### config.mk
export PLATFORM = sky130hd
export DESIGN_NAME = matrix_multiply_top
export DESIGN_NICKNAME = d
export VERILOG_FILES = /design/src/mm_pkg.sv /design/src/mm_store.sv /design/src/matrix_multiply_top.sv
export VERILOG_INCLUDE_DIRS = /design/src /design/src/src
export SDC_FILE = /design/constraint.sdc
export NUM_CORES = 2
export LEC_CHECK = 0
export BUFFER_PORTS_ARGS = -buffer_cell sky130_fd_sc_hd__buf_4
export CORE_MARGIN = 3
export CORE_UTILIZATION = 48
export DETAILED_ROUTE_END_ITERATION = 16
export GPL_ROUTABILITY_DRIVEN = 0
export PLACE_DENSITY = 0.74
export SYNTH_ARGS = -nofsm -noshare
export SYNTH_HDL_FRONTEND = slang
export SYNTH_SLANG_ARGS = --single-unit
### constraint.sdc
create_clock -name clk -period 6.9 [get_ports clk]
set_input_delay 0.345 -clock clk [delete_from_list [all_inputs] [get_ports clk]]
set_output_delay 0.345 -clock clk [all_outputs]
set_load 0.01 [all_outputs]
### src/matrix_multiply_top_macros.svh
// Assertion macros shared by the matrix multiply RTL.
`ifndef MATRIX_MULTIPLY_TOP_MACROS_SVH
`define MATRIX_MULTIPLY_TOP_MACROS_SVH

`ifndef SYNTHESIS
// Same-cycle implication, disabled during reset.
`define MMT_ASSERT_NOW(lbl, clk, rst, ante, cons, msg) \
  lbl: assert property (@(posedge clk) disable iff (rst) (ante) |-> (cons)) else $error(msg);
// Next-cycle implication, disabled during reset.
`define MMT_ASSERT_NEXT(lbl, clk, rst, ante, cons, msg) \
  lbl: assert property (@(posedge clk) disable iff (rst) (ante) |=> (cons)) else $error(msg);
`else
`define MMT_ASSERT_NOW(lbl, clk, rst, ante, cons, msg)
`define MMT_ASSERT_NEXT(lbl, clk, rst, ante, cons, msg)
`endif

`endif

### src/mm_pkg.sv
// Shared types, codes and helpers for the matrix multiply block.
package mm_pkg;

  localparam int MAX_DIM_DEF    = 8;
  localparam int ELEM_WIDTH_DEF = 16;

  localparam int SIZE_W = 4;   // size register width
  localparam int IDX_W  = 3;   // row and column port width
  localparam int IN_W   = 16;  // element port width
  localparam int ACC_W  = 40;  // Q23.16 result width

  localparam logic [1:0] CMD_WRITE_A = 2'd0;
  localparam logic [1:0] CMD_WRITE_B = 2'd1;
  localparam logic [1:0] CMD_COMPUTE = 2'd2;

  localparam logic [1:0] CFG_A_ROWS = 2'd0;
  localparam logic [1:0] CFG_A_COLS = 2'd1;
  localparam logic [1:0] CFG_B_ROWS = 2'd2;
  localparam logic [1:0] CFG_B_COLS = 2'd3;

  typedef struct packed {
    logic wr_a;
    logic wr_b;
    logic rd;
  } mm_mem_ctrl_t;

  // Zero acts as one, anything above the limit acts as the limit.
  function automatic logic [SIZE_W-1:0] eff_size(input logic [SIZE_W-1:0] v,
                                                 input logic [SIZE_W-1:0] lim);
    logic [SIZE_W-1:0] r;
    if (v == '0) begin
      r = SIZE_W'(1);
    end else if (v > lim) begin
      r = lim;
    end else begin
      r = v;
    end
    return r;
  endfunction

endpackage

### src/mm_store.sv
// Element stores for matrices A and B: one write port, registered reads.
module mm_store
  import mm_pkg::*;
#(
  parameter int MAX_DIM    = MAX_DIM_DEF,
  parameter int ELEM_WIDTH = ELEM_WIDTH_DEF,
  localparam int DEPTH     = MAX_DIM * MAX_DIM,
  localparam int ADDR_W    = $clog2(DEPTH)
) (
  input  logic                  clk,
  input  mm_mem_ctrl_t          ctrl,
  input  logic [ADDR_W-1:0]     wr_addr,
  input  logic [ELEM_WIDTH-1:0] wr_data,
  input  logic [ADDR_W-1:0]     rd_addr_a,
  input  logic [ADDR_W-1:0]     rd_addr_b,
  output logic [ELEM_WIDTH-1:0] rd_data_a,
  output logic [ELEM_WIDTH-1:0] rd_data_b
);

  logic [ELEM_WIDTH-1:0] a_mem [DEPTH];
  logic [ELEM_WIDTH-1:0] b_mem [DEPTH];

  always_ff @(posedge clk) begin
    if (ctrl.wr_a) begin
      a_mem[wr_addr] <= wr_data;
    end
    if (ctrl.rd) begin
      rd_data_a <= a_mem[rd_addr_a];
    end
  end

  always_ff @(posedge clk) begin
    if (ctrl.wr_b) begin
      b_mem[wr_addr] <= wr_data;
    end
    if (ctrl.rd) begin
      rd_data_b <= b_mem[rd_addr_b];
    end
  end

endmodule

### src/matrix_multiply_top.sv
// Matrix multiply top level: command decode, dot-product sequencer and MAC pipeline.
//
// A write command (start with cmd write A or write B) leaves busy low.
// A compute command with matching sizes holds busy while it issues a_rows * b_cols * a_cols
// multiply-accumulates (effective sizes), one per cycle, limited by the single read port of
// each element store feeding the one multiplier, and while the read, multiply and accumulate
// stages drain. Each product element is shown
// for exactly one cycle with result_valid high, in row-major order, the final one with
// last_result set; there is no way to hold results off, so the receiver must take every
// beat. A size mismatch gives a single error beat in the cycle after the command, with busy
// staying low. Writes and reads of the stores never overlap since start is refused while
// busy. cfg_ready is always high; change the sizes only while the block is idle.
`include "matrix_multiply_top_macros.svh"

module matrix_multiply_top
  import mm_pkg::*;
#(
  parameter int MAX_DIM    = MAX_DIM_DEF,
  parameter int ELEM_WIDTH = ELEM_WIDTH_DEF
) (
  input  logic                    clk,
  input  logic                    rst,
  input  logic                    start,
  output logic                    busy,
  input  logic [1:0]              cmd,
  input  logic [IDX_W-1:0]        row_index,
  input  logic [IDX_W-1:0]        col_index,
  input  logic signed [IN_W-1:0]  element_value,
  input  logic                    cfg_valid,
  output logic                    cfg_ready,
  input  logic [1:0]              cfg_index,
  input  logic [SIZE_W-1:0]       cfg_data,
  output logic                    result_valid,
  output logic [IDX_W-1:0]        out_row,
  output logic [IDX_W-1:0]        out_col,
  output logic signed [ACC_W-1:0] product_value,
  output logic                    size_error,
  output logic                    last_result
);

  localparam int ADDR_W   = $clog2(MAX_DIM * MAX_DIM);
  localparam int PROD_W   = 2 * ELEM_WIDTH;
  localparam int SIZE_MAX = (1 << SIZE_W) - 1;
  localparam logic [SIZE_W-1:0] SIZE_LIM =
      SIZE_W'((MAX_DIM > SIZE_MAX) ? SIZE_MAX : MAX_DIM);

  localparam logic [1:0] ST_IDLE  = 2'd0;
  localparam logic [1:0] ST_ISSUE = 2'd1;
  localparam logic [1:0] ST_DRAIN = 2'd2;

  typedef struct packed {
    logic             first;
    logic             dot_last;
    logic             last;
    logic [IDX_W-1:0] row;
    logic [IDX_W-1:0] col;
  } tag_t;

  logic [1:0] state;
  logic [1:0] state_next;

  logic [SIZE_W-1:0] a_rows, a_cols, b_rows, b_cols;
  logic [SIZE_W-1:0] ar, ac, bc;
  logic [SIZE_W-1:0] ar_eff, ac_eff, br_eff, bc_eff;
  logic [SIZE_W-1:0] i, j, k;

  logic accept, do_compute, mismatch, wr_in_range;

  mm_mem_ctrl_t          mem_ctrl;
  logic [ADDR_W-1:0]     wr_addr, rd_addr_a, rd_addr_b;
  logic [ELEM_WIDTH-1:0] wr_data, rd_data_a, rd_data_b;

  tag_t tag0, tag1, tag2;
  logic v1, v2;
  logic signed [PROD_W-1:0] prod;
  logic signed [ACC_W-1:0]  prod_ext, acc, acc_next;

  assign busy      = (state != ST_IDLE);
  assign cfg_ready = 1'b1;
  assign accept    = start && !busy;

  assign ar_eff = eff_size(a_rows, SIZE_LIM);
  assign ac_eff = eff_size(a_cols, SIZE_LIM);
  assign br_eff = eff_size(b_rows, SIZE_LIM);
  assign bc_eff = eff_size(b_cols, SIZE_LIM);
  assign mismatch   = (ac_eff != br_eff);
  assign do_compute = accept && (cmd == CMD_COMPUTE);

  // Size registers
  always_ff @(posedge clk) begin
    if (rst) begin
      a_rows <= SIZE_W'(8);
      a_cols <= SIZE_W'(8);
      b_rows <= SIZE_W'(8);
      b_cols <= SIZE_W'(8);
    end else if (cfg_valid && cfg_ready) begin
      case (cfg_index)
        CFG_A_ROWS: a_rows <= cfg_data;
        CFG_A_COLS: a_cols <= cfg_data;
        CFG_B_ROWS: b_rows <= cfg_data;
        CFG_B_COLS: b_cols <= cfg_data;
        default:    a_rows <= a_rows;
      endcase
    end
  end

  // Store access: writes only while idle, reads only while issuing
  assign wr_in_range   = (int'(row_index) < MAX_DIM) && (int'(col_index) < MAX_DIM);
  assign mem_ctrl.wr_a = accept && (cmd == CMD_WRITE_A) && wr_in_range;
  assign mem_ctrl.wr_b = accept && (cmd == CMD_WRITE_B) && wr_in_range;
  assign mem_ctrl.rd   = (state == ST_ISSUE);
  assign wr_addr   = ADDR_W'(int'(row_index) * MAX_DIM + int'(col_index));
  assign wr_data   = ELEM_WIDTH'($unsigned(element_value));
  assign rd_addr_a = ADDR_W'(int'(i) * MAX_DIM + int'(k));
  assign rd_addr_b = ADDR_W'(int'(k) * MAX_DIM + int'(j));

  mm_store #(
    .MAX_DIM    (MAX_DIM),
    .ELEM_WIDTH (ELEM_WIDTH)
  ) u_store (
    .clk       (clk),
    .ctrl      (mem_ctrl),
    .wr_addr   (wr_addr),
    .wr_data   (wr_data),
    .rd_addr_a (rd_addr_a),
    .rd_addr_b (rd_addr_b),
    .rd_data_a (rd_data_a),
    .rd_data_b (rd_data_b)
  );

  // Tag for the element pair being read this cycle
  assign tag0.first    = (k == '0);
  assign tag0.dot_last = (k == ac - SIZE_W'(1));
  assign tag0.last     = tag0.dot_last && (j == bc - SIZE_W'(1)) && (i == ar - SIZE_W'(1));
  assign tag0.row      = IDX_W'(i);
  assign tag0.col      = IDX_W'(j);

  always_comb begin
    state_next = state;
    case (state)
      ST_IDLE: begin
        if (do_compute && !mismatch) begin
          state_next = ST_ISSUE;
        end
      end
      ST_ISSUE: begin
        if (tag0.last) begin
          state_next = ST_DRAIN;
        end
      end
      ST_DRAIN: begin
        if (v2 && tag2.last) begin
          state_next = ST_IDLE;
        end
      end
      default: state_next = ST_IDLE;
    endcase
  end

  always_ff @(posedge clk) begin
    if (rst) begin
      state <= ST_IDLE;
    end else begin
      state <= state_next;
    end
  end

  // Loop counters: k innermost, then j, then i
  always_ff @(posedge clk) begin
    if (do_compute) begin
      ar <= ar_eff;
      ac <= ac_eff;
      bc <= bc_eff;
      i  <= '0;
      j  <= '0;
      k  <= '0;
    end else if (state == ST_ISSUE) begin
      if (!tag0.dot_last) begin
        k <= k + SIZE_W'(1);
      end else begin
        k <= '0;
        if (j != bc - SIZE_W'(1)) begin
          j <= j + SIZE_W'(1);
        end else begin
          j <= '0;
          i <= i + SIZE_W'(1);
        end
      end
    end
  end

  // Read, multiply and accumulate stages
  always_ff @(posedge clk) begin
    if (rst) begin
      v1 <= 1'b0;
      v2 <= 1'b0;
    end else begin
      v1 <= (state == ST_ISSUE);
      v2 <= v1;
    end
  end

  always_ff @(posedge clk) begin
    tag1 <= tag0;
    tag2 <= tag1;
    prod <= $signed(rd_data_a) * $signed(rd_data_b);
  end

  // Low 40 bits of the sign-extended product carry the sum modulo 2^40
  assign prod_ext = ACC_W'(prod);
  assign acc_next = tag2.first ? prod_ext : acc + prod_ext;

  always_ff @(posedge clk) begin
    if (v2) begin
      acc <= acc_next;
    end
  end

  // Result beat
  always_ff @(posedge clk) begin
    if (rst) begin
      result_valid <= 1'b0;
    end else begin
      result_valid <= (do_compute && mismatch) || (v2 && tag2.dot_last);
    end
  end

  always_ff @(posedge clk) begin
    if (do_compute && mismatch) begin
      out_row       <= '0;
      out_col       <= '0;
      product_value <= '0;
      size_error    <= 1'b1;
      last_result   <= 1'b1;
    end else if (v2 && tag2.dot_last) begin
      out_row       <= tag2.row;
      out_col       <= tag2.col;
      product_value <= acc_next;
      size_error    <= 1'b0;
      last_result   <= tag2.last;
    end
  end

  `MMT_ASSERT_NOW(a_final_beat_idle, clk, rst, result_valid && last_result, !busy, "final beat while still busy")
  `MMT_ASSERT_NOW(a_error_beat_shape, clk, rst, result_valid && size_error, last_result && out_row == '0 && out_col == '0 && product_value == '0, "malformed error beat")
  `MMT_ASSERT_NOW(a_pipe_empty_idle, clk, rst, state == ST_IDLE, !v1 && !v2, "pipeline holds work while idle")
  `MMT_ASSERT_NOW(a_inner_bound, clk, rst, state == ST_ISSUE, k < ac && j < bc && i < ar, "loop counter past its size")
  `MMT_ASSERT_NEXT(a_no_store_write_busy, clk, rst, busy, !(mem_ctrl.wr_a || mem_ctrl.wr_b) || !busy, "store written while computing")

endmodule
# [After elaboration in Yosys (flattened, before gate mapping)]
# Memory sizes are Yosys's and may differ from the RTL's. A register that Yosys moved wholly into a read port is not among the register bits.
# Index checks and enable logic that the tools add are counted.
[word_totals] ff_bits=183 mem_bits_rw=2048 mem_count=2
[classes] addsub=10 multipliers=1 magnitude_cmp=4 n_eq_ne=15 n_mux=17 n_bitwise=1 reduce_logical=31
[mem_list] memory="u_store.a_mem" words=64 width=16 read_ports=1 rd_ports_with_merged_regs=1 write_ports=1 line_no="mm_store.sv:20" text="logic [ELEM_WIDTH-1:0] a_mem [DEPTH];"
[mem_list] memory="u_store.b_mem" words=64 width=16 read_ports=1 rd_ports_with_merged_regs=1 write_ports=1 line_no="mm_store.sv:21" text="logic [ELEM_WIDTH-1:0] b_mem [DEPTH];"
[ops] cell="$add A40 B32 Y40" n=1
[ops] cell="$mux W40" n=1
[ops] cell="$mul A16 B16 Y32" n=1
[ops] cell="$mux W4" n=8
[ops] cell="$logic_not A4 Y1" n=5
[ops] cell="$gt A4 B4 Y1 const B" n=4
[ops] cell="$add A4 B1 Y4 const B" n=3
[ops] cell="$add A6 B4 Y6" n=2
[ops] cell="$eq A4 B4 Y1" n=3
[ops] cell="$sub A4 B1 Y4 const B" n=3
[ops] cell="$logic_and A1 B1 Y1" n=10
[ops] cell="$reduce_and A2 Y1" n=5
[ops] cell="$eq A2 B2 Y1 const B" n=4
[ops] cell="$ne A4 B4 Y1" n=2
[ops] cell="$add A6 B3 Y6" n=1
[ops] cell="$eq A2 B1 Y1 const B" n=3
[ops] cell="$logic_not A2 Y1" n=3
[ops] cell="$mux W2" n=3
[ops] cell="$pmux W2 S3" n=1
[ops] cell="$reduce_and A3 Y1" n=2
[ops] cell="$mux W1" n=4
[ops] cell="$ne A2 B2 Y1 const B" n=2
[ops] cell="$reduce_or A2 Y1" n=2
[ops] cell="$logic_not A1 Y1" n=2
[ops] cell="4 further kinds" n=4

# [Depth between registers and ports, before layout]
[logic_depth] ltp_word=8 depth_mapped=24 depth_no_buf=23

# [By module]
# A second synthesis with hierarchy kept.
[hier_totals] cells_unflattened=5504 hier_area_um2=97950.2
[by_module_without_submodules] mod="mm_store" instances=1 cells_per_inst=3519 area_each_um2=79501.2 seq_area_each_um2=62459.9
[by_module_without_submodules] mod="matrix_multiply_top" instances=1 cells_per_inst=1985 area_each_um2=18448.9 seq_area_each_um2=4184.0

# [Least setup slack after synthesis]
# No wires, ideal clock.
[synth_timing] path_kind="flip-flop to flip-flop" start="reg u_store.rd_data_a[15], read port of u_store.a_mem" end="reg prod[31]" setup_ps=72 arrival_time_ps=5864 required_time_ps=6828 path_slack_ps=964 path_stages_with_launch=24 path_buffers=1 period_less_slack_ps=5936 cell_sequence="edfxtp_1 clkbuf_1 nand2_1 inv_1 fa_1 inv_1 fa_1 fa_1 inv_1 fa_1 fa_1 inv_1 fa_1 inv_1 ha_1 a21o_1 a21o_1 a31o_1 or3_1 o21ai_1 nand4_1 a31o_1 a21oi_1 xnor2_1"
[synth_via] elab_chain_cells=1
[synth_lines] item="from (decl)" line_no="mm_store.sv:16" text="output logic [ELEM_WIDTH-1:0] rd_data_a,"
[synth_lines] item="$mul A16 B16 Y32" line_no="matrix_multiply_top.sv:206" text="prod <= $signed(rd_data_a) * $signed(rd_data_b);"
[synth_lines] item="to (signal assigned)" line_no="matrix_multiply_top.sv:206"
[synth_lines] item="to (decl)" line_no="matrix_multiply_top.sv:75" text="logic signed [PROD_W-1:0] prod;"
# No other way between the ends.
# A chain may end at the register's enable or synchronous reset.

# [Final worst setup path]
[layout_timing] start="reg u_store.rd_data_b[2], read port of u_store.b_mem" end="reg prod[31]"
[layout_via] elab_chain_cells=1
[layout_lines] item="from (decl)" line_no="mm_store.sv:17" text="output logic [ELEM_WIDTH-1:0] rd_data_b"
[layout_lines] item="$mul A16 B16 Y32" line_no="matrix_multiply_top.sv:206"
# No other way between the ends.

==> metrics.cfg <==
[timing]
setup_viol=0
period_share_pct=93.7
min_period_ns=6.47
hold_viol=0
worst_pin_slew_ns=1.23
relSlewSlack_pct=17.6
fmax_mhz=155
slew_violations=0
rsz0062_at_grt=no
clock_skew_ns=0.0493
fin_setup_tns_ns=0

[clock_network]
cts.sinks=2263
cts_resized=0
cts_tree=done
clkTransAtPathRegs_ns=0.06
clock_latency_ns=0.87
clockBufferDepth=3
htreeDepth=4
post_cts_buffers=0
numCtsBuffers=211
cts-root-buf=clkbuf_16
ctsHoldBuffers=30

[logic_synthesis]
synth_top_family_by_area=multiplexers
synthXorXnorAreaFrac_pct=0.829
synth-edff-count=2132
muxShareOfSynthArea_pct=15.8
avgSynthCellArea_um2=19.3
synth_area_mm2=0.0972
async_flop_share_pct=0
synth_compound_area_share_pct=1.92
syn_inst=5028
yosysWarnings=0
yosys.area_share.adder_pct=7.12
synth_seq_area_share_pct=68.6
ys_types=72
yosys.area_share.simple_pct=3.61
synth_nets=5457
yosys_register_bits=2263
ys.flop_type=edfxtp_1

[power_and_ir_drop]
p_leak_nw=35.9
ir_drop_uv=654
powerDensity_mw_per_mm2=392

[global_route]
grt_pass1_wl_mm=336
antenna_found_initial=13
gr-total-overflow=0
grt_pass1_vias=49609
grt_max_degree=117
grt_usage_pct=21.8

[routing]
drtAntennaViolNets=0
num_vias=48742
viasPerCell=5.98
routed_wl_mm=226
drt_iter0_markers=5799
wl_per_cell_um=27.7
firstDrtPassIters=5
drcViolationCount=0

[placed_design]
place_area_mm2=0.102
port_buffers=83
dp_hpwl_mm=134

[layout]
final_common_cell=edfxtp_1
fin_area_mm2=0.109
utilization_pct=54.3
final_nets=5743
syn_to_final_growth_pct=12.0
drive_gt1_share_pct=23.2
mostFrequentLayoutCells=edfxtp_1 (2,132), mux4_2 (672), inv_1 (303), buf_4 (266), fa_1 (263)

[status]
status=finished clean

[floorplan]
die_w_um=456
num_rows=164
initial_core_util_pct=48.5
die_height_um=456
die_area_mm2=0.208
ios=85
core_area_mm2=0.200

[setup_path]
cp.required_ns=7.67
cpPeakStageDelay_ns=0.60
start_kind=register
end_kind=register
crit_chain=and2_1 -> fa_1 -> inv_1 -> fa_1 -> fa_1 -> inv_1 -> fa_1 -> fa_1 -> inv_1 -> fa_1 -> inv_1 -> ha_1 -> a21o_1 -> a21o_1 -> a31o_1 -> or3_1 -> o21ai_1 -> nand4_1 -> a31o_1 -> a21oi_1 -> xnor2_1
crit_fanout=16
critPathBufInv=4
crit_slowest_cell=edfxtp_1
r2r_start=u_store.rd_data_b[2]
reg2reg_depth=21
worst-setup-path-type=reg2reg
crit_arrival_ns=7.23
reg2reg_setup_slack_ns=0.43
crit_path_frequent_cell=fa_1
crit_family=adder cells
r2r_end=prod[31]

[hold_path]
worstHoldStart=row_index[0]
min_to=u_store.a_mem[63][7]
whs_path_depth=3
hold_path_class=in2reg

[job]
max-cap-violations=0

==> state kept, by name, summed over array words and instances, names as in the netlist, 2 cells and up <==
signal and flops:
a_cols 4, a_rows 4, ac 4, acc 40
ar 4, b_cols 4, b_rows 4, bc 4
i 4, j 4, k 4, out_col 3
out_row 3, prod 32, product_value 40, state 2
tag1 9, tag2 9, u_store.a_mem 1024, u_store.b_mem 1024
u_store.rd_data_a 16, u_store.rd_data_b 16
==> how the worst max path moves through the flow <==
stage,start,to,depth (start not counted)
5_1_grt,u_store.rd_data_b[2],prod[31],21
3_5_place_dp,u_store.rd_data_b[2],prod[31],21
3_3_place_gp,u_store.rd_data_b[2],prod[31],21
4_1_cts,u_store.rd_data_b[2],prod[31],21
2_1_floorplan,u_store.rd_data_a[15],prod[31],23
6_report,u_store.rd_data_b[2],prod[31],21
==> where the power goes <==
group          switching (W)  internal, W  total (W)
Clock                0.00502      0.00625     0.0113
Combinational        0.00852      0.00708     0.0156
Sequential          0.000275       0.0155     0.0158
==> metal layers <==
metal	GRT usage [%]	share of wire, %	vias to the layer above
li1	-	-	20241
met1	30.9	40	25648
met2	34.2	48	2499
met3	5.15	9.9	348
met4	6.07	2.7	6
met5	0	0.017	-
==> metrics by stage <==
stage	power (W)	setup WS [ns]	instances	hold slack [ns]
2_1_floorplan	0.0279	0.964	5028	0.310
6_report	0.0427	0.435	8152	0.195
5_1_grt	0.0454	0.179	8148	0.178
3_3_place_gp	0.0314	0.538	7727	0.311
3_5_place_dp	0.0317	0.447	7727	0.315
4_1_cts	0.0430	0.430	8147	0.119
==> worst register-to-register path: cells and delay by family (launching register included) <==
kind,cells,cell delay [ns]
buffers and inverters,4,0.22
adder cells (fa/ha/maj),7,3.39
XOR/XNOR,1,0.14
AO/OA/AOI/OAI,6,1.26
AND/OR/NAND/NOR,3,0.75
flip-flops,1,0.60
==> layout make-up <==
| class | count | area [um2] |
|---|---|---|
| fill | 14794 | 91700 |
| sequential | 2263 | 66700 |
| tap | 2656 | 3320 |
| clock buffer | 264 | 5590 |
| antenna | 5 | 12.5 |
| inverter | 304 | 1140 |
| clock inverter | 126 | 1110 |
| timing repair buffer | 304 | 2460 |
| multi-input combinational | 2230 | 28500 |
==> synth_stat cells, drive strengths merged, types with 6 or more instances <==
| library cell | n | share of area, % |
|---|---|---|
| nand4 | 8 | 0.052 |
| nand2b | 14 | 0.090 |
| nand3b | 7 | 0.054 |
| dfxtp | 131 | 2.7 |
| ha | 132 | 1.7 |
| and3 | 10 | 0.064 |
| fa | 263 | 5.4 |
| mux4 | 672 | 16 |
| clkbuf | 156 | 0.60 |
| o21ai | 61 | 0.31 |
| buf | 75 | 0.36 |
| and2 | 131 | 0.84 |
| nor2b | 15 | 0.097 |
| nor2 | 268 | 1.0 |
| mux2i | 20 | 0.21 |
| edfxtp | 2132 | 66 |
| o21a | 17 | 0.13 |
| a211oi | 16 | 0.13 |
| nand2 | 246 | 0.95 |
| a21oi | 79 | 0.41 |
| o21bai | 14 | 0.11 |
| o211ai | 10 | 0.077 |
| a21o | 34 | 0.26 |
| a31oi | 6 | 0.039 |
| a211o | 7 | 0.063 |
| xor2 | 41 | 0.37 |
| nor3 | 20 | 0.11 |
| nand3 | 18 | 0.093 |
| or3 | 8 | 0.052 |
| xnor2 | 51 | 0.46 |
| inv | 303 | 1.2 |
==> cell families after synthesis <==
kind of cell,Yosys count
xor gates and xnor gates,92
adders and majority gates,395
AOI/OAI and AO/OA,284
muxes,693
buffers and inverters,535
DFF,2263
and+or+nand+nor,765
other,1
No activity file was read; power rests on OpenSTA's default activity.
